--- src/rtl/p256ll_pkg.sv ---
`timescale 1ns / 1ps
// ============================================================================
// p256ll_pkg
// Shared types, GF(16) constants and helpers for the PHOTON-256 linear layer.
// ============================================================================
package p256ll_pkg;

    typedef logic [3:0]       t_cell;
    typedef t_cell [7:0]      t_row;     // index is the cell position
    typedef t_row  [7:0]      t_grid;    // index is the row
    typedef logic [63:0]      t_word;

    // x^4 + x + 1, low bits only
    localparam t_cell CELL_POLY = 4'h3;

    localparam t_grid FWD_MAT = '{
        '{4'd3,  4'd2,  4'd10, 4'd5,  4'd10, 4'd13, 4'd1,  4'd15},
        '{4'd14, 4'd1,  4'd1,  4'd3,  4'd10, 4'd2,  4'd2,  4'd12},
        '{4'd6,  4'd9,  4'd12, 4'd4,  4'd15, 4'd5,  4'd14, 4'd9},
        '{4'd13, 4'd14, 4'd5,  4'd14, 4'd13, 4'd9,  4'd12, 4'd15},
        '{4'd14, 4'd15, 4'd13, 4'd12, 4'd1,  4'd5,  4'd6,  4'd1},
        '{4'd9,  4'd13, 4'd4,  4'd9,  4'd13, 4'd13, 4'd4,  4'd4},
        '{4'd2,  4'd5,  4'd7,  4'd7,  4'd13, 4'd8,  4'd9,  4'd12},
        '{4'd6,  4'd5,  4'd8,  4'd2,  4'd11, 4'd2,  4'd4,  4'd2}
    };

    localparam t_grid INV_MAT = '{
        '{4'd9,  4'd3,  4'd11, 4'd4,  4'd1,  4'd12, 4'd1,  4'd2},
        '{4'd1,  4'd15, 4'd6,  4'd3,  4'd6,  4'd10, 4'd14, 4'd5},
        '{4'd11, 4'd14, 4'd14, 4'd1,  4'd6,  4'd15, 4'd15, 4'd4},
        '{4'd2,  4'd7,  4'd4,  4'd13, 4'd5,  4'd3,  4'd11, 4'd7},
        '{4'd10, 4'd11, 4'd3,  4'd11, 4'd10, 4'd7,  4'd4,  4'd5},
        '{4'd11, 4'd5,  4'd10, 4'd4,  4'd14, 4'd3,  4'd2,  4'd14},
        '{4'd7,  4'd10, 4'd13, 4'd7,  4'd10, 4'd10, 4'd13, 4'd13},
        '{4'd15, 4'd3,  4'd12, 4'd12, 4'd10, 4'd9,  4'd7,  4'd4}
    };

    // shift-and-add multiply in GF(16)
    function automatic t_cell gf16_mul(input t_cell a, input t_cell b);
        t_cell x;
        t_cell acc;
        x   = a;
        acc = '0;
        for (int i = 0; i < 4; i++) begin
            if (b[i]) begin
                acc = acc ^ x;
            end
            x = x[3] ? ({x[2:0], 1'b0} ^ CELL_POLY) : {x[2:0], 1'b0};
        end
        return acc;
    endfunction

    // column-wise matrix product: out[r][c] = xor_k m[r][k] * g[k][c]
    function automatic t_grid mix_grid(input t_grid g, input t_grid m);
        t_grid t;
        t_cell s;
        for (int c = 0; c < 8; c++) begin
            for (int r = 0; r < 8; r++) begin
                s = '0;
                for (int k = 0; k < 8; k++) begin
                    s = s ^ gf16_mul(g[k][c], m[r][k]);
                end
                t[r][c] = s;
            end
        end
        return t;
    endfunction

    // unpack four state words into the cell grid (row r in word r/2)
    function automatic t_grid grid_from_words(input t_word w0, input t_word w1,
                                              input t_word w2, input t_word w3);
        t_word w [4];
        t_grid g;
        w[0] = w0;
        w[1] = w1;
        w[2] = w2;
        w[3] = w3;
        for (int r = 0; r < 8; r++) begin
            for (int c = 0; c < 8; c++) begin
                g[r][c] = w[r >> 1][(((r & 1) != 0) ? 28 : 60) - 4 * c +: 4];
            end
        end
        return g;
    endfunction

    // pack the two rows of one state word
    function automatic t_word word_from_grid(input t_grid g, input int unsigned idx);
        t_word w;
        for (int c = 0; c < 8; c++) begin
            w[60 - 4 * c +: 4] = g[2 * idx][c];
            w[28 - 4 * c +: 4] = g[2 * idx + 1][c];
        end
        return w;
    endfunction

endpackage

--- src/rtl/p256ll_if.sv ---
`timescale 1ns / 1ps
// ============================================================================
// p256ll_if
// Handshake channels: input state words and transformed result words.
// ============================================================================
interface p256ll_in_if;
    import p256ll_pkg::*;

    logic  valid;
    logic  ready;
    logic  action;
    t_word state_word_0;
    t_word state_word_1;
    t_word state_word_2;
    t_word state_word_3;

    modport source (output valid, action, state_word_0, state_word_1, state_word_2,
                    state_word_3, input ready);
    modport sink   (input valid, action, state_word_0, state_word_1, state_word_2,
                    state_word_3, output ready);
endinterface

interface p256ll_out_if;
    import p256ll_pkg::*;

    logic  valid;
    logic  ready;
    t_word result_word_0;
    t_word result_word_1;
    t_word result_word_2;
    t_word result_word_3;

    modport source (output valid, result_word_0, result_word_1, result_word_2,
                    result_word_3, input ready);
    modport sink   (input valid, result_word_0, result_word_1, result_word_2,
                    result_word_3, output ready);
endinterface

--- src/rtl/p256ll_shift.sv ---
`timescale 1ns / 1ps
// ============================================================================
// p256ll_shift
// Row rotation: row r turns left (i_dir = 0) or right (i_dir = 1) by r cells.
// ============================================================================
module p256ll_shift
    import p256ll_pkg::*;
(
    input  logic  i_dir,
    input  t_grid i_grid,
    output t_grid o_grid
);

    always_comb begin
        for (int r = 0; r < 8; r++) begin
            for (int c = 0; c < 8; c++) begin
                if (i_dir) begin
                    o_grid[r][c] = i_grid[r][3'(c - r)];
                end else begin
                    o_grid[r][c] = i_grid[r][3'(c + r)];
                end
            end
        end
    end

endmodule

--- src/rtl/p256ll_mix.sv ---
`timescale 1ns / 1ps
// ============================================================================
// p256ll_mix
// Column mixing by the fixed GF(16) matrix or its inverse.
// ============================================================================
module p256ll_mix
    import p256ll_pkg::*;
(
    input  logic  i_inverse,
    input  t_grid i_grid,
    output t_grid o_grid
);

    t_grid fwd_grid;
    t_grid inv_grid;

    // constant coefficients: each product folds into a small xor net
    assign fwd_grid = mix_grid(i_grid, FWD_MAT);
    assign inv_grid = mix_grid(i_grid, INV_MAT);
    assign o_grid   = i_inverse ? inv_grid : fwd_grid;

endmodule

--- src/rtl/photon256_linear_layer_top.sv ---
`timescale 1ns / 1ps
// ============================================================================
// photon256_linear_layer_top
// PHOTON-256 linear layer (shift rows + mix columns, or the inverse).
// ============================================================================
// Usage:
//   i_in  : sink channel. One word is a 256-bit state in four 64-bit
//           state words plus the action bit (0 forward, 1 inverse).
//   o_out : source channel. One word is the transformed state, packed the
//           same way as the input.
//   Every input word yields exactly one output word, in order.
// Timing:
//   A word accepted on i_in lands in the input register; the linear layer
//   sits between that register and the output register, which presents
//   the result on o_out.
//   Throughput is one word per cycle: both registers advance together, so a
//   new word is accepted each cycle while the receiver keeps taking results.
// Stall:
//   When o_out.ready is low and a result is held, the output register holds,
//   the input register holds once it is full, and i_in.ready drops. Nothing
//   is dropped or repeated; two words can be buffered inside.
// Reset:
//   i_rst_n (synchronous, active low) clears both valid flags; data
//   registers are not reset.
// ============================================================================
module photon256_linear_layer_top
    import p256ll_pkg::*;
(
    input  logic i_clk,
    input  logic i_rst_n,
    p256ll_in_if.sink    i_in,
    p256ll_out_if.source o_out
);

    // input register
    logic  r_in_valid;
    logic  r_in_action;
    t_grid r_in_grid;

    // output register
    logic  r_out_valid;
    t_word r_out_word_0;
    t_word r_out_word_1;
    t_word r_out_word_2;
    t_word r_out_word_3;

    logic  out_load;   // output stage takes a new word
    logic  in_load;    // input stage takes a new word

    t_grid n_in_grid;
    t_grid shl_grid;
    t_grid pre_grid;
    t_grid mix_out;
    t_grid shr_grid;
    t_grid n_out_grid;

    assign out_load = !r_out_valid || o_out.ready;
    assign in_load  = !r_in_valid || out_load;

    assign i_in.ready = in_load;

    assign n_in_grid = grid_from_words(i_in.state_word_0, i_in.state_word_1,
                                       i_in.state_word_2, i_in.state_word_3);

    // forward: rotate left, then mix
    p256ll_shift u_shift_fwd (
        .i_dir  (1'b0),
        .i_grid (r_in_grid),
        .o_grid (shl_grid)
    );

    assign pre_grid = r_in_action ? r_in_grid : shl_grid;

    p256ll_mix u_mix (
        .i_inverse (r_in_action),
        .i_grid    (pre_grid),
        .o_grid    (mix_out)
    );

    // inverse: mix, then rotate right
    p256ll_shift u_shift_inv (
        .i_dir  (1'b1),
        .i_grid (mix_out),
        .o_grid (shr_grid)
    );

    assign n_out_grid = r_in_action ? shr_grid : mix_out;

    always_ff @(posedge i_clk) begin
        if (!i_rst_n) begin
            r_in_valid  <= 1'b0;
            r_out_valid <= 1'b0;
        end else begin
            if (in_load) begin
                r_in_valid <= i_in.valid;
            end
            if (out_load) begin
                r_out_valid <= r_in_valid;
            end
        end
    end

    always_ff @(posedge i_clk) begin
        if (in_load && i_in.valid) begin
            r_in_action <= i_in.action;
            r_in_grid   <= n_in_grid;
        end
        if (out_load && r_in_valid) begin
            r_out_word_0 <= word_from_grid(n_out_grid, 0);
            r_out_word_1 <= word_from_grid(n_out_grid, 1);
            r_out_word_2 <= word_from_grid(n_out_grid, 2);
            r_out_word_3 <= word_from_grid(n_out_grid, 3);
        end
    end

    assign o_out.valid         = r_out_valid;
    assign o_out.result_word_0 = r_out_word_0;
    assign o_out.result_word_1 = r_out_word_1;
    assign o_out.result_word_2 = r_out_word_2;
    assign o_out.result_word_3 = r_out_word_3;

endmodule

--- src/flat_wrapper.sv ---
// flat-port wrapper written by rule: the top's interface ports become plain ports
module photon256_linear_layer_top_flat import p256ll_pkg::*;
  (i_clk, i_rst_n, i_in_valid, i_in_action, i_in_state_word_0, i_in_state_word_1, i_in_state_word_2, i_in_state_word_3, i_in_ready, o_out_valid, o_out_result_word_0, o_out_result_word_1, o_out_result_word_2, o_out_result_word_3, o_out_ready);
  p256ll_in_if i_in_i ();
  p256ll_out_if o_out_i ();
  input  logic i_clk;
  input  logic i_rst_n;
  input wire logic [$bits(i_in_i.valid)-1:0] i_in_valid;
  input wire logic [$bits(i_in_i.action)-1:0] i_in_action;
  input wire logic [$bits(i_in_i.state_word_0)-1:0] i_in_state_word_0;
  input wire logic [$bits(i_in_i.state_word_1)-1:0] i_in_state_word_1;
  input wire logic [$bits(i_in_i.state_word_2)-1:0] i_in_state_word_2;
  input wire logic [$bits(i_in_i.state_word_3)-1:0] i_in_state_word_3;
  output wire logic [$bits(i_in_i.ready)-1:0] i_in_ready;
  output wire logic [$bits(o_out_i.valid)-1:0] o_out_valid;
  output wire logic [$bits(o_out_i.result_word_0)-1:0] o_out_result_word_0;
  output wire logic [$bits(o_out_i.result_word_1)-1:0] o_out_result_word_1;
  output wire logic [$bits(o_out_i.result_word_2)-1:0] o_out_result_word_2;
  output wire logic [$bits(o_out_i.result_word_3)-1:0] o_out_result_word_3;
  input wire logic [$bits(o_out_i.ready)-1:0] o_out_ready;
  assign i_in_i.valid = i_in_valid;
  assign i_in_i.action = i_in_action;
  assign i_in_i.state_word_0 = i_in_state_word_0;
  assign i_in_i.state_word_1 = i_in_state_word_1;
  assign i_in_i.state_word_2 = i_in_state_word_2;
  assign i_in_i.state_word_3 = i_in_state_word_3;
  assign i_in_ready = i_in_i.ready;
  assign o_out_valid = o_out_i.valid;
  assign o_out_result_word_0 = o_out_i.result_word_0;
  assign o_out_result_word_1 = o_out_i.result_word_1;
  assign o_out_result_word_2 = o_out_i.result_word_2;
  assign o_out_result_word_3 = o_out_i.result_word_3;
  assign o_out_i.ready = o_out_ready;
  photon256_linear_layer_top u_core (.i_clk(i_clk), .i_rst_n(i_rst_n), .i_in(i_in_i), .o_out(o_out_i));
endmodule
--- config.mk ---
export PLATFORM = sky130hd
export DESIGN_NAME = photon256_linear_layer_top_flat
export DESIGN_NICKNAME = d
export VERILOG_FILES = /design/src/rtl/p256ll_pkg.sv /design/src/rtl/p256ll_if.sv /design/src/rtl/p256ll_shift.sv /design/src/rtl/p256ll_mix.sv /design/src/rtl/photon256_linear_layer_top.sv /design/src/flat_wrapper.sv
export SDC_FILE = /design/constraint.sdc
export NUM_CORES = 2
export LEC_CHECK = 0
export BUFFER_PORTS_ARGS = -buffer_cell sky130_fd_sc_hd__buf_2
export CAP_MARGIN = 20
export CORE_MARGIN = 4
export CORE_UTILIZATION = 50
export DETAILED_ROUTE_END_ITERATION = 7
export PLACE_DENSITY = 0.72
export SLEW_MARGIN = 20
export SYNTH_ARGS = -nofsm -noshare
export SYNTH_HDL_FRONTEND = slang
export SYNTH_SLANG_ARGS = --single-unit
--- constraint.sdc ---
create_clock -name i_clk -period 37.6 [get_ports i_clk]
set_clock_uncertainty 0.15 [all_clocks]
set_input_delay 1.88 -clock i_clk [delete_from_list [all_inputs] [get_ports i_clk]]
set_output_delay 1.88 -clock i_clk [all_outputs]
set_load 0.01 [all_outputs]
==> metrics <==
timing-limited maximum frequency between 150 and 200 MHz; count of unique library cells instantiated by Yosys 42; Switching Fraction 39.8%; synthesized area 39900 um^2; EDFF count, synth 453; number of top-level design ports 519; cell at the root of the clock tree clkbuf_16; sinks on the clock net 455; max-slew violation total from the final report 0; Clk network pwr share 19.6%; Iteration-0 DRC Markers about 2900; Worst Max-Slew Pin Slew 1180 ps; Most used DFF post-synth edfxtp_1; via count around 27000; total leakage power 16.8 nW; post-synthesis average cell area 12.0 um^2; post-synthesis async set-or-reset flop share 0%; Ys Warns 0; final wirelength 153000 um; share of the core filled with cells 56.4%; number of setup violations in the final report 0; worst max-slew margin expressed relative to the limit 21.0%; post-DR vias/cell 5.55; status complete, no violations; RSZ-0062 raised after global routing false; number of register bits inferred by synthesis between 400 and 500; max-cap violation count 0; Layout area overhead 11.9%; sw power 1.03 mW; clock latency reported for the late side of the worst-skew pair approximately 630 ps; simple-gate share of the synthesized area 3.02%; Data arrival, critical path ~5300 ps; number of antenna violations at the first check in global routing 4; power per cell area between 50 and 60 nW/um^2; HPWL after detailed placement 119000 um; endpoints failing hold 0; combinational family with the most area after synthesis XOR/XNOR gates; number of placed instances, taps included 4729; Final GP Congestion 1.01; final setup TNS 0 ps; Worst Path Max Fanout 56; TritonCTS clock tree built; proportion of synthesized chip area in sequential cells 34.2%; sum of overflow across all layers after global routing 0; gr usage total 35.1%; most used cells in the layout excluding fill and tap cells xnor2_1, buf_2, edfxtp_1; kind of capture point of the worst setup path flop; Die Wd 291 um; gate count of the mapped netlist 3329; Rows 103; number of nets in the synthesized netlist roughly 3600; share of final-layout standard cells stronger than drive strength 1 21.0%; CTS Buf Count 50; part of the total power dissipated in sequential elements 27.3%; final std cells w/o fill 4817; largest net degree at the start of global routing 73; Die Height 291 um; number of nets with antenna violations after routing 0; combinational share of power 53.1%; path type of the worst min-delay path reg2reg; drt wl/cell 31.7 um; most common cell after layout, fill and taps aside xnor2_1; wire length of the first global-routing pass 209000 um; adder-cell area share of the yosys netlist 0%; cts repair resizes 0; maximum level of the CTS H-tree 2; initial core utilization 50.5%; final critical-path required period 5130 ps; area enclosed by the die boundary 84400 um^2; count of hold-fix buffers inserted at cts 0; filler cell count around 6800; cell-internal power ~1.6 mW; CORE AREA 79100 um^2; clock buffer depth 3; vias in the first global route 26600; number of buffers inserted by port buffering 458; Final Cycle Share 13.6%; critical path required time 37810 ps; largest voltage drop on the vdd net 0.0351 mV; # nets final about 4000; Detailed Routing Iterations Pass 1 5; count of unresolved DRC violations after routing 0; XOR/XNOR Fraction of Synth Area 50.3%; multiplexer share of the synthesized area 7.98%; number of antenna repair diodes 0; Startpoint Class flop; clock edge transition at the registers on the reported setup and hold paths 60 ps; Setup Buffers After CTS 0; Crit Path Class reg2reg; Synth Area in Compound Gates 1.23%
## area by class of cell
class | instances | area, um^2 | area share, %
clock buffer | 61 | 1310 | 2.94
clock inverter | 27 | 362 | 0.810
inverter | 1 | 11.3 | 0.0252
multi-input combinational | 2669 | 25000 | 56.0
sequential | 455 | 13600 | 30.5
tap | 1050 | 1310 | 2.94
timing repair buffer | 554 | 3010 | 6.75
## cells by family (layout without fill, tap and decap cells)
| logic type | after synthesis | in the layout |
|---|---|---|
| XOR/XNOR | 2019 | 2019 |
| buffers and inverters | 205 | 643 |
| multiplexers | 253 | 253 |
| AND/OR/NAND/NOR | 302 | 302 |
| flip-flops | 455 | 455 |
| AO/OA/AOI/OAI | 95 | 95 |
## layer usage
metal	global-route usage, %	vias to the layer above	share of wire (%)
met2	56.0	1427	45
met4	15.5	4	5.4
met1	46.9	13300	41
li1	-	11700	-
met3	6.54	325	8.6
met5	0	-	0.016
## Yosys cell counts (30+ instances only)
cell,count,area share [%]
a21oi_1,60,0.75
buf_2,130,1.6
edfxtp_1,453,34
mux2i_1,153,3.8
mux2i_2,33,1.1
mux2i_4,39,2.2
nand2_1,84,0.79
nor2_1,189,1.8
xnor2_1,1419,31
xnor2_2,30,1.2
xnor3_1,116,6.5
xor2_1,408,8.9
## power groups by stage
stage          clock network [mW]  registers [mW]  logic [mW]
2_1_floorplan                   0           0.718       0.926
3_3_place_gp                    0           0.718        1.34
3_5_place_dp                    0           0.718        1.34
4_1_cts                     0.520           0.709        1.35
5_1_grt                     0.540           0.712        1.43
6_report                    0.509           0.709        1.38
## sequential cells by signal, summed over array words and instances, names as in the netlist
name and flops:
u_core.r_in_valid 1, u_core.o_out.result_word_1 64, u_core.o_out.valid 1, u_core.r_in_action 1
u_core.o_out.result_word_2 64, u_core.r_in_grid 196, u_core.o_out.result_word_0 64, u_core.o_out.result_word_3 64
## worst max-delay path, stage by stage (launching register included)
cell and delay (ps):
edfxtp_1 320, buf_4 400, buf_4 630, buf_4 770
mux2i_1 680, xnor2_1 400, xnor2_1 670, xnor3_1 530
mux2_2 280
## metrics by stage
stage               setup slack [ps]  total power, mW  instance area, um^2  hold WS (ps)
floorplan                      23290             1.64                39900           327
global placement               32550             2.06                43000           354
detailed placement             32590             2.06                43000           375
CTS                            32640             2.58                44700           392
global route                   32480             2.68                44700           407
finish                         32470             2.59                44700           389
## final timing paths
check | to | slack (ps) | from | cells after the start
worst max-delay path | u_core.o_out.result_word_0[15] | 32470 | u_core.r_in_action | 8
worst min-delay path | u_core.o_out.valid | 390 | u_core.r_in_valid | 1
worst max register to register | u_core.o_out.result_word_0[15] | 32470 | u_core.r_in_action | 8
worst min register to register | u_core.o_out.valid | 390 | u_core.r_in_valid | 1
Power figures use the tool's default switching activity.
